`src/sv/bpds_pkg.sv`:
```
// bridge pulse drive sequencer package: transfer types, state type, length tables
// no dependencies
`default_nettype none

package bpds_pkg;

  localparam logic       CMD_TICK     = 1'b0;
  localparam logic       CMD_MODE     = 1'b1;
  localparam logic [2:0] MODE_STOP    = 3'd0;
  localparam logic [2:0] MODE_PATTERN = 3'd3;
  localparam logic [2:0] MODE_MAX     = 3'd5;
  localparam logic [3:0] PAT_LAST     = 4'd11;

  typedef struct packed {
    logic       cmd;
    logic [2:0] mode;
    logic       low_voltage;
  } bpds_in_t;

  typedef struct packed {
    logic       drive_a;
    logic       drive_b;
    logic       reloaded;
    logic [3:0] pattern_pos;
    logic       swapped;
  } bpds_out_t;

  typedef struct packed {
    logic [7:0] first_count;
    logic [7:0] second_count;
    logic [7:0] gap_count;
    logic       next_is_first;
    logic [7:0] first_len;
    logic [7:0] second_len;
    logic [7:0] gap_len;
    logic [3:0] pattern_step;
    logic       swap_lengths;
    logic [2:0] run_mode;
  } bpds_state_t;

  typedef struct packed {
    logic [7:0] first_len;
    logic [7:0] second_len;
    logic [7:0] gap_len;
  } bpds_lens_t;

  function automatic bpds_lens_t mode_lens(input logic [2:0] mode);
    bpds_lens_t l;
    l = '{first_len: 8'd16, second_len: 8'd16, gap_len: 8'd2};
    case (mode)
      3'd1:    l = '{first_len: 8'd16, second_len: 8'd16, gap_len: 8'd2};
      3'd2:    l = '{first_len: 8'd16, second_len: 8'd16, gap_len: 8'd4};
      3'd3:    l = '{first_len: 8'd16, second_len: 8'd16, gap_len: 8'd6};
      3'd4:    l = '{first_len: 8'd8, second_len: 8'd8, gap_len: 8'd9};
      3'd5:    l = '{first_len: 8'd8, second_len: 8'd8, gap_len: 8'd12};
      default: l = '{first_len: 8'd16, second_len: 8'd16, gap_len: 8'd2};
    endcase
    return l;
  endfunction

  function automatic bpds_lens_t pat_lens(input logic [3:0] step);
    bpds_lens_t l;
    l = '{first_len: 8'd2, second_len: 8'd4, gap_len: 8'd12};
    case (step)
      4'd0:    l = '{first_len: 8'd2, second_len: 8'd4, gap_len: 8'd12};
      4'd1:    l = '{first_len: 8'd2, second_len: 8'd4, gap_len: 8'd10};
      4'd2:    l = '{first_len: 8'd6, second_len: 8'd8, gap_len: 8'd8};
      4'd3:    l = '{first_len: 8'd6, second_len: 8'd8, gap_len: 8'd8};
      4'd4:    l = '{first_len: 8'd10, second_len: 8'd8, gap_len: 8'd8};
      4'd5:    l = '{first_len: 8'd10, second_len: 8'd8, gap_len: 8'd8};
      4'd6:    l = '{first_len: 8'd14, second_len: 8'd18, gap_len: 8'd4};
      4'd7:    l = '{first_len: 8'd14, second_len: 8'd18, gap_len: 8'd7};
      4'd8:    l = '{first_len: 8'd15, second_len: 8'd12, gap_len: 8'd10};
      4'd9:    l = '{first_len: 8'd15, second_len: 8'd12, gap_len: 8'd14};
      4'd10:   l = '{first_len: 8'd9, second_len: 8'd2, gap_len: 8'd42};
      4'd11:   l = '{first_len: 8'd9, second_len: 8'd2, gap_len: 8'd14};
      default: l = '{first_len: 8'd2, second_len: 8'd4, gap_len: 8'd12};
    endcase
    return l;
  endfunction

endpackage

`default_nettype wire

```
`src/sv/bpds_core.sv`:
```
// sequencer state registers and single-pass next-state and result logic
// depends on bpds_pkg
`default_nettype none

module bpds_core
  import bpds_pkg::*;
(
  input  wire logic      clk_i,
  input  wire logic      rst_ni,
  input  wire logic      accept_i,
  input  wire bpds_in_t  in_i,
  output bpds_out_t      res_o
);

  bpds_state_t st_q, st_d;
  bpds_lens_t  ml, pl;
  logic [3:0]  step_inc;
  logic        wrap;
  logic [7:0]  gap_inc;
  logic [7:0]  load;
  logic [2:0]  mode_eff;
  bpds_out_t   res;

  always_comb begin
    st_d     = st_q;
    res      = '0;
    mode_eff = (in_i.mode > MODE_MAX) ? MODE_STOP : in_i.mode;
    ml       = mode_lens(mode_eff);
    step_inc = st_q.pattern_step + 4'd1;
    wrap     = (st_q.pattern_step >= PAT_LAST);
    if (wrap) begin
      step_inc = 4'd0;
    end
    pl       = pat_lens(step_inc);
    gap_inc  = st_q.gap_count + 8'd1;
    load     = '0;
    if (in_i.cmd == CMD_MODE) begin
      st_d.run_mode = mode_eff;
      if (mode_eff != MODE_STOP) begin
        st_d.first_len  = ml.first_len;
        st_d.second_len = ml.second_len;
        st_d.gap_len    = ml.gap_len;
      end
    end else if (st_q.run_mode != MODE_STOP && !in_i.low_voltage) begin
      if (st_q.first_count != 8'd0) begin
        st_d.first_count  = st_q.first_count - 8'd1;
        st_d.gap_count    = '0;
        st_d.second_count = '0;
        res.drive_a       = 1'b1;
      end else if (st_q.second_count != 8'd0) begin
        st_d.second_count = st_q.second_count - 8'd1;
        st_d.gap_count    = '0;
        st_d.first_count  = '0;
        res.drive_b       = 1'b1;
      end else begin
        st_d.gap_count = gap_inc;
        if (gap_inc == st_q.gap_len) begin
          res.reloaded = 1'b1;
          if (st_q.run_mode == MODE_PATTERN) begin
            st_d.pattern_step = step_inc;
            st_d.swap_lengths = st_q.swap_lengths ^ wrap;
            st_d.first_len    = pl.first_len;
            st_d.second_len   = pl.second_len;
            st_d.gap_len      = pl.gap_len;
            load = st_d.swap_lengths ? pl.second_len : pl.first_len;
          end else begin
            load = st_q.next_is_first ? st_q.first_len : st_q.second_len;
          end
          if (st_q.next_is_first) begin
            st_d.first_count = load;
          end else begin
            st_d.second_count = load;
          end
          st_d.next_is_first = !st_q.next_is_first;
        end
      end
    end
    res.pattern_pos = st_d.pattern_step;
    res.swapped     = st_d.swap_lengths;
  end

  always_ff @(posedge clk_i or negedge rst_ni) begin
    if (!rst_ni) begin
      st_q <= '{first_count: 8'd16, second_count: 8'd16, gap_count: 8'd0,
                next_is_first: 1'b0, first_len: 8'd16, second_len: 8'd16,
                gap_len: 8'd2, pattern_step: 4'd0, swap_lengths: 1'b0,
                run_mode: 3'd0};
    end else if (accept_i) begin
      st_q <= st_d;
    end
  end

  assign res_o = res;

endmodule

`default_nettype wire

```
`src/sv/bridge_pulse_drive_sequencer_top.sv`:
```
// bridge pulse drive sequencer top level: input handshake, core, output register with skid
// depends on bpds_pkg and bpds_core
//
// usage:
//   in channel: in_valid_i / in_stall_o / in_data_i; each transfer is either a tick
//   (cmd 0, one 0.1 ms period) or a mode write (cmd 1)
//   out channel: out_valid_o / out_stall_i / out_data_o; exactly one result per input
//   transfer, in order
//   result path: the result is registered in the output register, or in the skid register while the receiver stalls
//   throughput: one item per cycle while in_stall_o is low; the state update for an item is a single
//   combinational pass from the state registers into the result register
//   stall: a second result register (skid) holds one extra result while the
//   receiver stalls, so the input can deliver one more transfer; in_stall_o
//   rises only when both result registers are full, and is driven from a register
//   reset: counters, lengths and mode return to their reset values (drive stopped),
//   both result registers are empty and in_stall_o is low
`default_nettype none

module bridge_pulse_drive_sequencer_top
  import bpds_pkg::*;
(
  input  wire logic      clk_i,
  input  wire logic      rst_ni,
  input  wire logic      in_valid_i,
  output logic           in_stall_o,
  input  wire bpds_in_t  in_data_i,
  output logic           out_valid_o,
  input  wire logic      out_stall_i,
  output bpds_out_t      out_data_o
);

  logic      accept;
  bpds_out_t res;
  logic      out_valid_q, skid_valid_q;
  bpds_out_t out_q, skid_q;

  assign accept = in_valid_i && !skid_valid_q;

  bpds_core u_core (
    .clk_i    (clk_i),
    .rst_ni   (rst_ni),
    .accept_i (accept),
    .in_i     (in_data_i),
    .res_o    (res)
  );

  always_ff @(posedge clk_i or negedge rst_ni) begin
    if (!rst_ni) begin
      out_valid_q  <= 1'b0;
      skid_valid_q <= 1'b0;
    end else if (out_valid_q && out_stall_i) begin
      if (accept) begin
        skid_valid_q <= 1'b1;
      end
    end else if (skid_valid_q) begin
      out_valid_q  <= 1'b1;
      skid_valid_q <= 1'b0;
    end else begin
      out_valid_q <= accept;
    end
  end

  always_ff @(posedge clk_i) begin
    if (out_valid_q && out_stall_i) begin
      if (accept) begin
        skid_q <= res;
      end
    end else if (skid_valid_q) begin
      out_q <= skid_q;
    end else if (accept) begin
      out_q <= res;
    end
  end

  assign in_stall_o  = skid_valid_q;
  assign out_valid_o = out_valid_q;
  assign out_data_o  = out_q;

endmodule

`default_nettype wire

```
`config.mk`:
```
export PLATFORM = sky130hd
export DESIGN_NAME = bridge_pulse_drive_sequencer_top
export DESIGN_NICKNAME = d
export VERILOG_FILES = /design/src/sv/bpds_pkg.sv /design/src/sv/bpds_core.sv /design/src/sv/bridge_pulse_drive_sequencer_top.sv
export SDC_FILE = /design/constraint.sdc
export NUM_CORES = 1
export LEC_CHECK = 0
export ABC_CLOCK_PERIOD_IN_PS = 3600
export BUFFER_PORTS_ARGS = -buffer_cell sky130_fd_sc_hd__buf_2
export CORE_MARGIN = 4
export CORE_UTILIZATION = 62
export CTS_CLUSTER_DIAMETER = 30
export DETAILED_ROUTE_END_ITERATION = 8
export PLACE_DENSITY = 0.87
export REMOVE_ABC_BUFFERS = 1
export SETUP_SLACK_MARGIN = 0.05
export SLEW_MARGIN = 20
export SYNTH_ARGS = -nofsm -noshare
export SYNTH_HDL_FRONTEND = slang
export SYNTH_SLANG_ARGS = --single-unit
```
`constraint.sdc`:
```
create_clock -name clk_i -period 3.6 [get_ports clk_i]
set_clock_uncertainty 0.2 [all_clocks]
set_input_delay 0.36 -clock clk_i [delete_from_list [all_inputs] [get_ports clk_i]]
set_output_delay 0.36 -clock clk_i [all_outputs]
set_load 0.1 [all_outputs]
```
== Yosys cells after proc, flatten, opt, wreduce, memory -nomap -nowiden ==
Memory sizes are Yosys's and may differ from the RTL's.
Index checks and enable logic that the tools add are counted.
Operators by class
  add/subtract/negate cells: 4
  $mul: 0
  div/mod/pow operators: 0
  $lt $le $gt $ge: 2
  equal/unequal tests: 11
  shift-type cells: 0
  muxes and demuxes: 31
  bitwise operators: 5
  reductions and logical operators: 24
Operator list (number)
  29-bit two-way mux: 5
  24-bit two-way mux: 4
  21-bit case mux with 4 select lines: 1
  8-bit two-way mux: 7
  16-bit two-way mux: 1
  8-bit nonzero test: 2
  8-bit by 1-bit subtractor with 8-bit output, second input constant: 2
  3-bit nonzero test: 4
  5-bit AND reduction: 2
  3-bit by 2-bit == test with 1-bit output, second input constant: 3
  3-bit two-way mux: 3
  8-bit by 1-bit adder with 8-bit output, second input constant: 1
  8-bit == test: 1
  2-bit nonzero test: 4
  1-bit two-way mux: 7
  7-bit AND reduction: 1
  3-bit == test, second input constant: 2
  2-bit inequality test, second input constant: 3
  2-bit AND reduction: 3
  6-bit AND reduction: 1
  5-bit two-way mux: 1
  4-bit by 1-bit adder with 4-bit output, second input constant: 1
  4-bit >= comparator, second input constant: 1
  4-bit two-way mux: 1
  other kinds (9): 16
Storage, ports and cells
  flip-flop bits (word level): 75
  bits in latches: 0
  bits in writable memories: 0
  bits in read-only memories: 208
  input port bits: 9
  logic and storage cells: 100
  memories: 1
Memories
  (no name shown): words 16, bits a word 13, read ports 1, clocked after memory_dff 0, write ports 0, RTL line bpds_pkg.sv:64  | case (step)

== Logic depth before layout (Yosys ltp) ==
An unclocked memory read counts as a cell.
  word-level depth: 11
  mapped depth: 11
  gate-level depth less buffers: 10

== By module ==
Synthesis repeated with hierarchy kept, for this count alone.
Unflattened totals
  cells, all modules: 424
  area total of the unflattened synthesis: 3967.6 um^2
Modules (own cells, without submodules)
  bpds_core: instances 1, cells an instance 392, area each 3273.1 um^2
  bridge_pulse_drive_sequencer_top: instances 1, cells an instance 32, area each 694.4 um^2

== Least setup slack after synthesis ==
No wires, ideal clock.
  kind: reg-to-reg
  start: register u_core.st_q[41] (netlist name)
  end: register out_q, in the netlist out_data_o[1], data pin
  library setup time: 0.260 ns
  arrival time: 2.564 ns
  data required time: 3.140 ns
  slack: 0.576 ns
  stages on the path, launching flop included: 10
  buffers on the path: 1
  path through: dfrtp_1 -> inv_1 -> ha_1 -> nor4b_2 -> nand4_2 -> or3_1 -> or4_4 -> buf_6 -> mux2_4 -> mux2_2
RTL lines
  start, declared: RTL line bpds_core.sv:15  | bpds_state_t st_q, st_d;
  start signal, assigned: RTL line bpds_core.sv:84  | st_q <= '{first_count: 8'd16, second_count: 8'd16, gap_count: 8'd0,
  start signal, assigned: RTL line bpds_core.sv:89  | st_q <= st_d;
  end signal, assigned: RTL line bridge_pulse_drive_sequencer_top.sv:69  | out_q <= skid_q;
  end signal, assigned: RTL line bridge_pulse_drive_sequencer_top.sv:71  | out_q <= res;
  end, declared: RTL line bridge_pulse_drive_sequencer_top.sv:35  | bpds_out_t out_q, skid_q;

== Worst setup path in the final report ==
  start: register u_core.st_q[5] (netlist name)
  end: register u_core.st_q[52] (netlist name)
On the way
  longest elaborated chain between the ends: 9
  elaborated cells between the ends (all ways): 11
  classes of those cells: add/sub: 1; order compare: 1; mux: 7; bitwise: 1; memory: 1
Ends and longest elaborated chain
  4-bit by 1-bit adder with 4-bit output or 4-bit >= comparator (tied branches): RTL line bpds_core.sv:29, bpds_core.sv:30
  4-bit two-way mux: RTL line bpds_core.sv:31  | if (wrap) begin
  memory 16 x 13 bit
  8-bit two-way mux *: RTL line bpds_core.sv:65  | load = st_d.swap_lengths ? pl.second_len : pl.first_len;
  8-bit two-way mux *: RTL line bpds_core.sv:59  | if (st_q.run_mode == MODE_PATTERN) begin
  8-bit two-way mux *: RTL line bpds_core.sv:69  | if (st_q.next_is_first) begin
  16-bit two-way mux *: RTL line bpds_core.sv:57  | if (gap_inc == st_q.gap_len) begin
  24-bit two-way mux *: RTL line bpds_core.sv:50  | end else if (st_q.second_count != 8'd0) begin
  24-bit two-way mux *: RTL line bpds_core.sv:45  | if (st_q.first_count != 8'd0) begin
Mark *: on every way between the ends. The rest lies on a longest branch, timed or not. The select of a mux whose other input is x is not followed.
A chain may end at the register's enable or synchronous reset.

==> metrics.md <==
| Metric | Value |
|---|---|
| Tot GR Track Use | `between 20 and 30%` |
| Initial antenna violation count | `0` |
| Tmin final | `3330 ps` |
| RSZ-0062 raised after global routing | `false` |
| Total grt overflow | `0` |
| Worst Path Required | `between 3000 and 4000 ps` |
| Worst Hold Class | `input port to flop` |
| First DRT Iteration DRCs | `380` |
| First-pass detailed-route iteration total | `6` |
| Crit path DAT | `3390 ps` |
| Post-DP HPWL | `about 6200 um` |
| CORE AREA | `just over 6000 um^2` |
| Clock Sinks | `65` |
| Die span in x | `87.8 um` |
| Antenna cells | `0` |
| Compound-Gate Fraction of Synth Area | `about 17%` |
| Cells after synthesis | `slightly above 400` |
| Post-synthesis adder-cell area fraction | `between 2 and 3%` |
| Vias in the first global route | `~3200` |
| Top FF cell, synth | `dfrtp_1` |
| Initial core utilization | `between 60 and 70%` |
| Residual DRC | `0` |
| VDD IR-drop max | `0.295 mV` |
| Via count | `roughly 3300` |
| Largest family of logic cells by synthesized area | `simple AND/OR/NAND/NOR gates` |
| Worst setup margin | `around 270 ps` |
| Htree depth | `3` |
| DP Area | `between 4000 and 5000 um^2` |
| Post-Place Worst Slack | `approximately 240 ps` |
| Setup Total Neg Slack | `0 ps` |
| Die area | `between 7000 and 8000 um^2` |
| Post-synth EDFFs | `16` |
| Post-synthesis sequential area ratio | `between 40 and 50%` |
| Post-synth ARST share | `roughly 75%` |
| Critical path, cell by cell | `ha_2, o21ai_1, and2_1, ha_1, o22a_1, o41ai_1, o22a_1, a2bb2oi_1` |
| Num ports | `19` |
| Max_cap viols | `0` |
| Share of cells above drive strength 1 | `a little over a fifth` |
| # rows | `28` |
| Yosys warnings | `0` |
| Max Clock Freq | `between 200 and 300 MHz` |
| Final-report hold violation count | `0` |
| Synth-to-layout area growth | `9.80%` |
| Post-Synth XOR/XNOR Area | `approximately 2%` |
| Setup Crit Path Kind | `flop to flop` |
| Final Non-Filler Cells | `around 500` |
| Yosys reg bits | `65` |
| Postcts setup bufs | `0` |
| Simple-Gate Fraction of Synth Area | `roughly 20%` |
| Synth cell types | `64` |
| Clock root cell | `clkbuf_8` |
| Slew @ Worst Pin | `809 ps` |
| Status | `finished, final reports clean` |
| FF-to-FF setup slack | `approximately 270 ps` |
| Fin. max-slew vios | `0` |
| Syn_area_per_cell | `approximately 9.7 um^2` |
| Slowest cell delay on critical path | `approximately 600 ps` |
| Drt total wl | `8940 um` |
| IO Port Bufs | `18` |
| Cell repeated most along the worst path | `o22a_1` |
| Via density | `roughly 6.5` |
| CTS tree | `yes` |
| CP endpoint kind | `flop` |
| Clock Latency Late Sink | `between 300 and 400 ps` |
| Slowest CP cell | `o41ai_1` |
| TritonCTS buffer count | `9` |
| Design area | `about 4300 um^2` |
| Largest net degree at the start of global routing | `27` |
| DR WL/cell | `between 15 and 20 um` |
| Power density over the cells | `481 nW/um^2` |
| Mux contribution to synthesized area | `just over 10%` |
| Period utilisation layout | `roughly 90%` |
| Slew headroom | `roughly 46%` |
| First-pass GRT wire length | `~15000 um` |
| Crit path max fanout | `17` |
| Cell count after placement | `485` |
| Crit path launch type | `flop` |
| Placer Congestion | `around 0.94` |
| Leakage | `1.89 nW` |
| Mapped Area | `between 3000 and 4000 um^2` |
| Pwr Total | `between 2 and 2.5 mW` |
| Routed Antenna Nets | `0` |
| CTS Buffer Depth | `2` |
| Nets | `440` |
| CTS clock-pin slew for the worst setup and hold paths | `roughly 80 ps` |
| Die Y-Extent | `roughly 88 um` |
| Setup violators final | `0` |
[cell families after synthesis]
| family | count (synthesis) |
|---|---|
| and+or+nand+nor | 141 |
| adders and majority gates | 9 |
| DFF | 65 |
| AOI/OAI and AO/OA | 104 |
| muxes | 35 |
| xor gates and xnor gates | 9 |
| buffers and inverters | 44 |
[state kept, by name, summed over array words and instances (netlist names)]
| signal | count |
|---|---|
| out_data_o | 8 |
| skid_q | 8 |
| in_stall_o | 1 |
| out_valid_o | 1 |
| u_core.st_q | 47 |
[layout make-up]
cell class / instances / area, um^2
multi-input combinational: 298 / 2050
fill: 434 / 1730
sequential: 65 / 1710
clock buffer: 12 / 188
timing repair buffer: 25 / 145
tap: 75 / 93.8
inverter: 23 / 86.3
clock inverter: 4 / 55.1
[report_power, final]
group	internal [mW]	total [mW]	switching (mW)	leakage, nW
Sequential	0.838	0.918	0.0797	0.789
Clock	0.425	0.723	0.298	0.119
Combinational	0.171	0.444	0.273	0.981
[cells in the mapped netlist (6+ instances only)]
master / instances / area [um^2]
dfrtp_1: 44 / 1100
nor2_1: 31 / 116
mux2_2: 29 / 327
o21ai_0: 27 / 135
nand2_1: 25 / 93.8
inv_1: 23 / 86.3
a21oi_1: 22 / 110
edfxtp_1: 16 / 480
clkbuf_1: 15 / 56.3
nor3_1: 14 / 70.1
ha_1: 9 / 113
nand2b_1: 9 / 56.3
nand3_1: 9 / 45.0
nor2b_1: 9 / 56.3
or3_1: 9 / 56.3
a31oi_1: 7 / 43.8
o22ai_1: 6 / 37.5
xor2_1: 6 / 52.6
[worst max-delay path, delay by kind of cell, from the launching register on]
family                     cells  cell delay, ps
and+or+nand+nor                1             290
AOI/OAI and AO/OA              5            1710
adders and majority gates      2             580
DFF                            1             480
[per-stage QoR]
stage / hold slack [ps] / utilization [%]
2_1_floorplan: -136 / -
5_1_grt: 118 / 71.5
6_report: 74.2 / 71.5
3_5_place_dp: 183 / 67.3
3_3_place_gp: 170 / 67.3
4_1_cts: 67.9 / 71.4
[layout by cell type, fill, tap and decap left out, drive strengths merged, types with 9 or more instances in the layout]
cell type and instances:
dfrtp 44, mux2 32, nor2 31, o21ai 28, nand2 25, buf 24
inv 23, a21oi 22, edfxtp 16, nor3 15, clkbuf 12, nand2b 9
or3 9, nor2b 9, nand3 9, ha 9
[layer usage]
metal  part of all wire, %  vias up  wire [um]  global-route usage (%)
met2                    48      135       4320                    40.5
met4                   3.1        0        276                    11.6
met5                     0        -          0                       0
met1                    43     1590       3830                    33.8
met3                   5.7       27        509                    4.70
li1                      -     1535          -                       -
[path summary, 6_finish.rpt]
path	startpoint	to	cells past startpoint
max	u_core.st_q[5]	u_core.st_q[52]	8
min	in_valid_i	out_valid_o	3
min in group asynchronous	rst_ni	out_valid_o	2
max in group asynchronous	rst_ni	u_core.st_q[9]	3
min reg2reg	u_core.st_q[28]	u_core.st_q[28]	2
max reg2reg	u_core.st_q[5]	u_core.st_q[52]	8
[repair_timing]
action	4_1_cts	5_1_grt
endpoints found under the setup margin	0	1
hold endpoints to repair	21	0
gates resized for setup	0	1
hold buffers	1	0
Note: power is estimated with default switching activity, not from simulation.
